## src/rtl/cpr_pkg.sv

```systemverilog
package cpr_pkg;

  // Table sizes
  localparam int FRAME_COUNT       = 16;
  localparam int PROCESS_COUNT     = 4;
  localparam int PAGES_PER_PROCESS = 16;
  localparam int PAGE_SLOTS        = PROCESS_COUNT * PAGES_PER_PROCESS;

  localparam int FRAME_W = $clog2(FRAME_COUNT);
  localparam int SLOT_W  = (PAGE_SLOTS > 1) ? $clog2(PAGE_SLOTS) : 1;

  // Fixed field widths of the command and result words
  localparam int PID_FIELD_W   = 2;
  localparam int PAGE_FIELD_W  = 4;
  localparam int FRAME_FIELD_W = 4;

  typedef enum logic {
    CMD_DECLARE = 1'b0,
    CMD_ACCESS  = 1'b1
  } command_t;

  typedef enum logic [1:0] {
    ST_HIT      = 2'd0,
    ST_FAULT    = 2'd1,
    ST_NOPAGE   = 2'd2,
    ST_DECLARED = 2'd3
  } status_t;

  typedef struct packed {
    command_t                  command;
    logic [PID_FIELD_W-1:0]    process_id;
    logic [PAGE_FIELD_W-1:0]   page_number;
  } req_t;

  typedef struct packed {
    status_t                   status;
    logic [FRAME_FIELD_W-1:0]  frame_number;
    logic                      needs_writeback;
    logic [PID_FIELD_W-1:0]    victim_process;
    logic [PAGE_FIELD_W-1:0]   victim_page;
  } res_t;

  // One page table entry
  typedef struct packed {
    logic               exists;
    logic               present;
    logic               modified;
    logic [FRAME_W-1:0] frame;
  } page_entry_t;

  // Page table write request
  typedef struct packed {
    logic              en;
    logic [SLOT_W-1:0] addr;
    page_entry_t       data;
  } pt_write_t;

  // Page table read request
  typedef struct packed {
    logic              en;
    logic [SLOT_W-1:0] addr;
  } pt_read_t;

  // Flat page table index of a (process, page) pair
  function automatic logic [SLOT_W-1:0] slot_index(input logic [PID_FIELD_W-1:0]  pid,
                                                   input logic [PAGE_FIELD_W-1:0] pg);
    int flat;
    flat = int'(pid) * PAGES_PER_PROCESS + int'(pg);
    return SLOT_W'(flat);
  endfunction

  // True when the pair names a page inside the table
  function automatic logic name_in_range(input logic [PID_FIELD_W-1:0]  pid,
                                         input logic [PAGE_FIELD_W-1:0] pg);
    return (int'(pid) < PROCESS_COUNT) && (int'(pg) < PAGES_PER_PROCESS);
  endfunction

endpackage

```

## src/rtl/cpr_page_table.sv

```systemverilog
module cpr_page_table (
  input  logic                 clk,
  input  logic                 rst,
  input  cpr_pkg::pt_read_t    rd,
  output cpr_pkg::page_entry_t rd_data,
  input  cpr_pkg::pt_write_t   wr
);
  import cpr_pkg::*;

  page_entry_t             mem [PAGE_SLOTS];
  logic [PAGE_SLOTS-1:0]   vld;

  // Track which entries have been written since reset
  always_ff @(posedge clk) begin
    if (rst) begin
      vld <= '0;
    end else if (wr.en) begin
      vld[wr.addr] <= 1'b1;
    end
  end

  // Write port
  always_ff @(posedge clk) begin
    if (wr.en) begin
      mem[wr.addr] <= wr.data;
    end
  end

  // Registered read; an unwritten entry reads as all zero
  always_ff @(posedge clk) begin
    if (rd.en) begin
      rd_data <= vld[rd.addr] ? mem[rd.addr] : '0;
    end
  end

endmodule

```

## src/rtl/clock_page_replacement.sv

```systemverilog
// Clock (second chance) page replacement unit.
// Command channel: a word on req is taken at a rising edge with start high and
// busy low. A declare command marks a (process, page) pair as existing; an
// access command looks the page up and, on a fault, picks a victim frame.
// Result channel: one word per command on result, valid for exactly one cycle
// while done is high. The receiver cannot stall; it must take the word then.
// Declare, hit and missing-page answers come from the lookup state. A fault goes
// on to the sweep state, where the hand inspects 1 to FRAME_COUNT+1 frames, one
// per cycle, then to the victim read state if the victim frame has an owner,
// then to the install state. The hand sweep over the referenced bits sets the
// fault time; the page table has a registered read port and a separate write port.
// busy stays high from accept until the cycle done is raised, so one command
// is in flight at a time; the next can be taken at the edge that ends the
// cycle in which done is high.
// Reset (synchronous, rst high) marks every page table entry unwritten (reads
// as nonexistent), clears all referenced bits and frame owners, and returns
// the hand to frame 0. It takes effect at once, with no clearing pass.
module clock_page_replacement (
  input  logic          clk,
  input  logic          rst,
  input  logic          start,
  input  cpr_pkg::req_t req,
  output logic          busy,
  output logic          done,
  output cpr_pkg::res_t result
);
  import cpr_pkg::*;

  typedef enum logic [4:0] {
    S_IDLE    = 5'b00001,
    S_LOOKUP  = 5'b00010,
    S_SWEEP   = 5'b00100,
    S_VREAD   = 5'b01000,
    S_INSTALL = 5'b10000
  } state_t;

  state_t                   state;
  logic [FRAME_W-1:0]       hand;
  logic [FRAME_COUNT-1:0]   ref_bits;
  logic [FRAME_COUNT-1:0]   owner_valid;
  logic [PID_FIELD_W-1:0]   owner_pid  [FRAME_COUNT];
  logic [PAGE_FIELD_W-1:0]  owner_page [FRAME_COUNT];

  // Held command
  req_t                     cur;
  logic                     cur_ok;
  logic [SLOT_W-1:0]        cur_idx;

  // Victim bookkeeping
  logic [FRAME_W-1:0]       victim;
  logic [SLOT_W-1:0]        vic_idx;
  logic [PID_FIELD_W-1:0]   vic_pid;
  logic [PAGE_FIELD_W-1:0]  vic_page;
  logic                     vic_wb;

  logic                     accept;
  logic                     hand_ref;
  logic                     take_victim;
  logic [FRAME_W-1:0]       hand_next;
  logic                     done_next;
  res_t                     result_next;
  pt_read_t                 pt_rd;
  pt_write_t                pt_wr;
  page_entry_t              entry;

  assign busy        = (state != S_IDLE);
  assign accept      = start && !busy;
  assign hand_ref    = ref_bits[hand];
  assign take_victim = (state == S_SWEEP) && !hand_ref;
  assign hand_next   = (int'(hand) == FRAME_COUNT - 1) ? '0 : hand + FRAME_W'(1);

  // Raise done after a lookup that answers at once, or after an install
  assign done_next = ((state == S_LOOKUP) &&
                      (!cur_ok || cur.command == CMD_DECLARE || !entry.exists ||
                       entry.present)) ||
                     (state == S_INSTALL);

  cpr_page_table u_pt (
    .clk     (clk),
    .rst     (rst),
    .rd      (pt_rd),
    .rd_data (entry),
    .wr      (pt_wr)
  );

  // Issue page table reads: the requested page on accept, the victim's page
  // when the hand stops on an owned frame
  always_comb begin
    pt_rd = '0;
    if (accept) begin
      pt_rd.en   = 1'b1;
      pt_rd.addr = slot_index(req.process_id, req.page_number);
    end else if (take_victim && owner_valid[hand]) begin
      pt_rd.en   = 1'b1;
      pt_rd.addr = slot_index(owner_pid[hand], owner_page[hand]);
    end
  end

  // Drive page table writes
  always_comb begin
    pt_wr = '0;
    case (state)
      S_LOOKUP: begin
        if (cur_ok && cur.command == CMD_DECLARE) begin
          pt_wr.en          = 1'b1;
          pt_wr.addr        = cur_idx;
          pt_wr.data        = entry;
          pt_wr.data.exists = 1'b1;
        end else if (cur_ok && entry.exists && entry.present) begin
          pt_wr.en            = 1'b1;
          pt_wr.addr          = cur_idx;
          pt_wr.data          = entry;
          pt_wr.data.modified = 1'b1;
        end
      end
      S_VREAD: begin
        pt_wr.en          = 1'b1;
        pt_wr.addr        = vic_idx;
        pt_wr.data        = '0;
        pt_wr.data.exists = entry.exists;
      end
      S_INSTALL: begin
        pt_wr.en            = 1'b1;
        pt_wr.addr          = cur_idx;
        pt_wr.data.exists   = 1'b1;
        pt_wr.data.present  = 1'b1;
        pt_wr.data.modified = 1'b0;
        pt_wr.data.frame    = victim;
      end
      default: begin
        pt_wr = '0;
      end
    endcase
  end

  // Build the result word for the cycle that ends a command
  always_comb begin
    result_next = '0;
    case (state)
      S_LOOKUP: begin
        if (!cur_ok) begin
          result_next.status = ST_NOPAGE;
        end else if (cur.command == CMD_DECLARE) begin
          result_next.status = ST_DECLARED;
        end else if (!entry.exists) begin
          result_next.status = ST_NOPAGE;
        end else begin
          result_next.status       = ST_HIT;
          result_next.frame_number = FRAME_FIELD_W'(entry.frame);
        end
      end
      S_INSTALL: begin
        result_next.status          = ST_FAULT;
        result_next.frame_number    = FRAME_FIELD_W'(victim);
        result_next.needs_writeback = vic_wb;
        result_next.victim_process  = vic_pid;
        result_next.victim_page     = vic_page;
      end
      default: begin
        result_next = '0;
      end
    endcase
  end

  // Advance the sequencer and the frame table control state
  always_ff @(posedge clk) begin
    if (rst) begin
      state       <= S_IDLE;
      hand        <= '0;
      ref_bits    <= '0;
      owner_valid <= '0;
      done        <= 1'b0;
    end else begin
      done <= done_next;
      case (state)
        S_IDLE: begin
          if (accept) begin
            state <= S_LOOKUP;
          end
        end
        S_LOOKUP: begin
          if (!cur_ok || cur.command == CMD_DECLARE || !entry.exists) begin
            state <= S_IDLE;
          end else if (entry.present) begin
            ref_bits[entry.frame] <= 1'b1;
            state                 <= S_IDLE;
          end else begin
            state <= S_SWEEP;
          end
        end
        S_SWEEP: begin
          hand <= hand_next;
          if (hand_ref) begin
            ref_bits[hand] <= 1'b0;
          end else if (owner_valid[hand]) begin
            state <= S_VREAD;
          end else begin
            state <= S_INSTALL;
          end
        end
        S_VREAD: begin
          state <= S_INSTALL;
        end
        S_INSTALL: begin
          ref_bits[victim]    <= 1'b1;
          owner_valid[victim] <= 1'b1;
          state               <= S_IDLE;
        end
        default: begin
          state <= S_IDLE;
        end
      endcase
    end
  end

  // Hold the command word, victim details, frame owners and the result word
  always_ff @(posedge clk) begin
    if (accept) begin
      cur     <= req;
      cur_ok  <= name_in_range(req.process_id, req.page_number);
      cur_idx <= slot_index(req.process_id, req.page_number);
    end
    if (take_victim) begin
      victim  <= hand;
      vic_idx <= slot_index(owner_pid[hand], owner_page[hand]);
      vic_wb  <= 1'b0;
      if (owner_valid[hand]) begin
        vic_pid  <= owner_pid[hand];
        vic_page <= owner_page[hand];
      end else begin
        vic_pid  <= '0;
        vic_page <= '0;
      end
    end
    if (state == S_VREAD) begin
      vic_wb <= entry.modified;
    end
    if (state == S_INSTALL) begin
      owner_pid[victim]  <= cur.process_id;
      owner_page[victim] <= cur.page_number;
    end
    result <= result_next;
  end

`ifndef SYNTHESIS
  // A result only follows a cycle in which a command was in flight
  a_done_after_busy: assert property (@(posedge clk) disable iff (rst)
    done |-> $past(busy))
    else $error("result strobe without a command in flight");

  // An accepted command keeps the unit busy in the next cycle
  a_accept_busy: assert property (@(posedge clk) disable iff (rst)
    (start && !busy) |=> busy)
    else $error("accepted command did not raise busy");

  // A replaced frame has its referenced bit set when reported
  a_fault_ref: assert property (@(posedge clk) disable iff (rst)
    (done && result.status == ST_FAULT) |-> ref_bits[FRAME_W'(result.frame_number)])
    else $error("installed frame is not marked referenced");
`endif

endmodule
```

## config.mk

```make
export PLATFORM = sky130hd
export DESIGN_NAME = clock_page_replacement
export DESIGN_NICKNAME = d
export VERILOG_FILES = /design/src/rtl/cpr_pkg.sv /design/src/rtl/cpr_page_table.sv /design/src/rtl/clock_page_replacement.sv
export SDC_FILE = /design/constraint.sdc
export NUM_CORES = 1
export LEC_CHECK = 0
export BUFFER_PORTS_ARGS = -buffer_cell sky130_fd_sc_hd__buf_2
export CAP_MARGIN = 20
export CORE_ASPECT_RATIO = 1.1
export CORE_MARGIN = 3
export CORE_UTILIZATION = 40
export CTS_CLUSTER_DIAMETER = 60
export DETAILED_ROUTE_END_ITERATION = 16
export SETUP_SLACK_MARGIN = 0.02
export SLEW_MARGIN = 20
export SYNTH_ARGS = -nofsm -noshare
export SYNTH_HDL_FRONTEND = slang
export SYNTH_SLANG_ARGS = --single-unit
```

## constraint.sdc

```tcl
create_clock -name clk -period 6.2 [get_ports clk]
set_input_delay 0.93 -clock clk [delete_from_list [all_inputs] [get_ports clk]]
set_output_delay 0.93 -clock clk [all_outputs]
set_load 0.02 [all_outputs]
```

Word-level counts from Yosys, hierarchy flattened
Memories as Yosys holds them, arrays and structs flattened. A register that Yosys moved wholly into a read port is not among the register bits. Index checks and enable logic that the tools add are counted.

Logic and storage cells: 119. Latch bits: 0. Bits in registers: 149. RAM bits: 544. ROM bits: 0. Memories: 3. Output and inout port bits: 15. Input bits: 10.

Memory list: u_pt.mem (words 64, bits a word 7, read ports 1, clocked after memory_dff 1, wr ports 1, line cpr_page_table.sv:10) `page_entry_t mem [PAGE_SLOTS];`; owner_page (words 16, bits a word 4, read ports 1, clocked after memory_dff 1, wr ports 1, line clock_page_replacement.sv:42) `logic [PAGE_FIELD_W-1:0] owner_page [FRAME_COUNT];`; owner_pid (words 16, bits a word 2, read ports 1, clocked after memory_dff 1, wr ports 1, line clock_page_replacement.sv:41) `logic [PID_FIELD_W-1:0] owner_pid [FRAME_COUNT];`.

Bitwise gates (word level): 7. Divide/modulo/power cells: 0. Multipliers: 0. Order comparisons: 9. Add/subtract/negate cells: 3. Reductions and logical operators: 20. Muxes and demuxes: 45. Shifts and indexed selects: 0. Equal/unequal tests: 12.

Operators by type and width (number): 64-bit bitwise OR (1); 16-bit 2-to-1 mux (3); 16-bit bitwise OR (3); 16-bit one-hot mux with 3 select lines (1); 14-bit one-hot mux with 3 select lines (1); 14-bit 2-to-1 mux (2); 4-bit 2-to-1 mux (7); 5-bit one-hot mux with 4 select lines (1); 16-bit AND (1); 16-bit inverter (1); 4-bit by 5-bit < comparator with 1-bit output (second input constant) (3); 5-bit 2-to-1 mux (3); 6-bit by 7-bit < comparator with 1-bit output (second input constant) (2); 7-bit 2-to-1 mux (2); 1-bit 2-to-1 mux (13); 6-bit by 4-bit adder with 6-bit output (2); 1-bit demux with 4-bit select (3); 4-bit by 1-bit greater-or-equal comparator with 1-bit output (second input constant) (3); 6-bit one-hot mux with 2 select lines (1); 1-bit logical AND (9); 1-bit binary-select mux with 4-bit select (2); 2-bit != test (second input constant) (4); 1-bit binary-select mux with 6-bit select (1); 1-bit demux with 6-bit select (1); 19 further kinds (26).

Logic depth before layout (Yosys ltp)
Word-level depth: 10. Depth in mapped cells: 16. Depth with buffers taken out: 10.

By module
A second synthesis with hierarchy kept.

Cell total of the unflattened synthesis: 1595. Area, all modules: 27303.7 µm².

Modules (own cells, without submodules): cpr_page_table (cells an instance 1058, sequential area each 14944.3 µm², area an instance 19912.8 µm², times used 1); clock_page_replacement (cells an instance 537, sequential area each 4784.6 µm², area an instance 7390.8 µm², times used 1).

Worst setup path after synthesis
No wires, ideal clock.

Path kind: register to register. Start: register state[4]. End: memory u_pt.mem[0][5] (netlist bit) (data pin). Period minus slack after synthesis: 4.443 ns. Setup slack: 1.757 ns. Library setup time: 0.702 ns. Cell stages (with the launch flop): 5. Data required time: 5.498 ns. Buffers on the path: 0. Arrival time: 3.742 ns. Cell sequence: dfxtp_1 > or3_1 > nor3b_1 > nand2_1 > o21ai_0.

RTL lines: start: declaration (line clock_page_replacement.sv:37) `state_t state;`; start signal: assignment (line clock_page_replacement.sv:168) `state <= S_IDLE;`; start signal: assignment (line clock_page_replacement.sv:178) `state <= S_LOOKUP;`; start signal: assignment (line clock_page_replacement.sv:183) `state <= S_IDLE;`; end: declaration (line cpr_page_table.sv:10).

Worst setup path after layout
Start: register hand[1]. End: register, netlist name u_pt.rd_data[2].

Longest elaborated chain between the ends: 10. Elaborated cells on any way between the ends: 12. Those cells by class: mux: 8; reduce/logical: 4.

RTL lines: start: declaration (line clock_page_replacement.sv:38) `logic [FRAME_W-1:0] hand;`; start signal: assignment (line clock_page_replacement.sv:192) `hand <= hand_next;`; 1-bit binary-select mux with 4-bit select (line clock_page_replacement.sv:68) `assign hand_ref = ref_bits[hand];`; 1-bit 2-to-1 mux (implied by the code) (line clock_page_replacement.sv:68); 1-bit zero test (line clock_page_replacement.sv:69) `assign take_victim = (state == S_SWEEP) && !hand_ref;`; 1-bit logical AND (line clock_page_replacement.sv:69); 1-bit logical AND * (line clock_page_replacement.sv:93) `end else if (take_victim && owner_valid[hand]) begin`; 7-bit 2-to-1 mux * (line clock_page_replacement.sv:93); 7-bit 2-to-1 mux * (line clock_page_replacement.sv:90) `if (accept) begin`; 1-bit binary-select mux with 6-bit select (line cpr_page_table.sv:32) `rd_data <= vld[rd.addr] ? mem[rd.addr] : '0;`; 1-bit 2-to-1 mux (implied by the code) (line cpr_page_table.sv:32); 1-bit zero test (no line).

Every way passes the cells marked *; elsewhere a longest branch is shown, timed or not. The select of a mux whose other input is x is not followed. A chain may end at the register's enable or synchronous reset.

==> out/qor.yml <==
outcome:
  outcome: "finished, final reports clean"
floorplanning:
  row_count: 101
  core-area_um2: 69300
  io_pins: 25
  start_util: 0.405
  die-area_um2: 73300
  die_y_um: 284
  fp.dieW_um: 258
cts:
  cts_sinks: 698
  numCtsBuffers: 72
  cts.repair_timing.setup_buffer_count: 0
  clockRootBuffer: "clkbuf_16"
  h-tree-depth: 3
  cts_resized: 0
  clock_latency_ns: 0.61
  clkTransAtPathRegs_ns: 0.07
  ctsLongestPathBuffers: 3
  cts_tree: "built"
  ctsHoldBuffers: 0
logic_synthesis:
  synth_cell_types: 83
  syn_nets: 2027
  syn_avg_cell_area_um2: 13.9
  synth_area_leaders: "edfxtp_1 62%, dfxtp_1 8.8%, nand2_1 4.6%, mux4_2 4.0%, mux2i_1 2.9%"
  seq_area_frac_synth: 0.703
  synth_area_um2: 28100
  synth_flop_cell: "edfxtp_1"
  synth_top_area_share: 0.616
  synth-seq-cells: 698
  netlist_instances: 2013
  synth_warnings: 0
  synth-edff-count: 575
  async_reset_ff_frac: 0
  synth_top_cell_by_area: "edfxtp_1"
routing:
  drtPass1Iterations: 8
  drc: 0
  drt_wl_total_um: 74100
  wl_per_cell_um: 24.6
  final_antenna_net_count: 0
  drtIter0Drc: 1847
  via_count: 17271
  viasPerCell: 5.74
critical_path:
  required_ns: 6.54
  end_kind: "register"
  crit_type: "reg2reg"
  worst_setup_path_start_kind: "register"
  critPathMaxFanout: 31
  cp.arrival_ns: 5.18
  reg2reg_slack_ns: 1.36
layout:
  fill_cells: 6191
  layout.nets: 2039
  drive_gt1_frac: 0.140
  area_delta_synth_final_pct: 11.6
global_routing:
  gr-total-overflow: 0
  grt_pass1_vias: 16767
  grt_use_total: 0.200
  grt_pass1_wl_um: 111000
  antenna_found_initial: 1
  grt_max_degree: 125
placed_design:
  place.gp.congestion: 0.891
  portBuffers: 24
  dp.final_hpwl_um: 46600
timing:
  rsz0062_at_grt: "no"
  slew_headroom: 0.257
  max_slew.worst_pin.slew_ns: 1.11
  finalHoldViolations: 0
  min_period_ns: 4.84
  fin_setup_tns_ns: 0
  fmax_mhz: 206
  finClkSkew_ns: 0.0272
  finalSetupViolCount: 0
  finalCritPeriodShare: 0.781
  drv_slew: 0
pwr:
  p_leak_nw: 10.2
  power_mw: 9.76
  p_per_area_nw_per_um2: 312
  vdd_ir_drop_max_v: 0.000219
worst_hold_path:
  hold_class: "reg2reg"
flow_run:
  cap_violations: 0
-- cells in the mapped netlist (10+ instances only) --
cell type	count
nand3_1	123
a221oi_1	13
buf_2	31
o22ai_1	17
o21ba_2	28
buf_4	14
nand2_1	346
a32oi_1	10
mux2i_1	82
nand4_1	31
a22oi_1	13
dfxtp_1	123
mux4_2	50
o21ai_0	15
a21oi_1	35
a22o_1	10
edfxtp_1	575
buf_6	14
a31oi_1	44
and4_1	14
inv_1	11
a211oi_1	17
nor3_1	20
and2_1	11
nor2_1	192
clkbuf_1	45
nand2b_1	12
-- final cells by class --
cell class / instances / area, um2 / area share
Antenna cell: 1 / 2.50 / 0.0000800
Clock buffer: 93 / 2030 / 0.0647
Clock inverter: 38 / 263 / 0.00840
Inverter: 11 / 41.3 / 0.00132
Multi-Input combinational cell: 1190 / 7690 / 0.246
Sequential cell: 698 / 19700 / 0.630
Tap cell: 927 / 1160 / 0.0371
Timing Repair Buffer: 52 / 390 / 0.0125
-- registers in the layout (all words and copies together), names as in the netlist, 7 cells and up, named ones only --
| register | flops |
|---|---|
| result | 13 |
| u_pt.vld | 64 |
| u_pt.rd_data | 7 |
| owner_valid | 16 |
| owner_page | 64 |
| ref_bits | 16 |
| owner_pid | 32 |
| u_pt.mem | 448 |
-- cell usage in the layout (no fill, tap or decap), types with 20 or more instances in the layout --
master and instances:
nand3_1 123, nand4_1 31, buf_4 25, nand2_1 344
o21ba_2 28, mux4_2 50, a21oi_1 35, clkinv_2 20
nor2_1 192, clkbuf_16 76, edfxtp_1 575, a31oi_1 44
mux2i_1 82, dfxtp_1 123, buf_2 23
-- cell families (layout without fill, tap and decap cells) --
kind of cell	Yosys count	count (layout)	share of synthesized area
AOI/OAI and AO/OA	272	272	0.0769
xor gates and xnor gates	1	1	0.000312
adders and majority gates	4	4	0.00178
buffers and inverters	125	194	0.0255
DFF	698	698	0.703
muxes	135	135	0.0707
other	0	1	0
and+or+nand+nor	778	778	0.121
-- per-layer routing --
metal,GRT usage,share of wire,wire length (um),vias up
li1,-,-,-,7614
met1,0.271,0.41,30500,8739
met2,0.326,0.48,35700,766
met3,0.0311,0.072,5370,152
met4,0.0756,0.035,2600,0
met5,0,0,0,-
-- per-stage QoR --
stage | util | area, um2 | instances | hold WS (ns) | setup slack, ns
floorplan | - | 28100 | 2013 | 0.406 | 1.76
global placement | 0.418 | 29000 | 2877 | 0.446 | 1.38
detailed placement | 0.418 | 29000 | 2877 | 0.454 | 1.29
CTS | 0.451 | 31300 | 3008 | 0.464 | 1.27
global route | 0.452 | 31300 | 3009 | 0.487 | 1.10
finish | 0.452 | 31300 | 3010 | 0.465 | 1.36
-- final timing paths --
kind	startpoint	endpoint	depth (start not counted)
hold reg to reg	ref_bits[7]	ref_bits[7]	2
setup reg to reg	hand[1]	u_pt.rd_data[2]	11
setup / recovery	hand[1]	u_pt.rd_data[2]	11
hold / removal	ref_bits[7]	ref_bits[7]	2
-- power breakdown --
part | total [mW] | internal (mW) | leakage, nW | switching (mW)
Combinational | 0.491 | 0.150 | 3.18 | 0.341
Sequential | 5.08 | 5.05 | 5.94 | 0.0326
Clock | 4.18 | 2.40 | 1.13 | 1.78
-- worst max-delay path: stages (launching register included) --
cell and delay (ns):
dfxtp_1 0.70, mux2i_1 0.17, mux4_2 0.51, a22oi_2 0.69, inv_1 0.38, nand2_1 0.32
o211a_1 0.50, buf_4 0.49, nand3_1 0.14, o211ai_1 0.22, and4_1 0.33, o22ai_1 0.09
(Power assumes the default switching activity.)
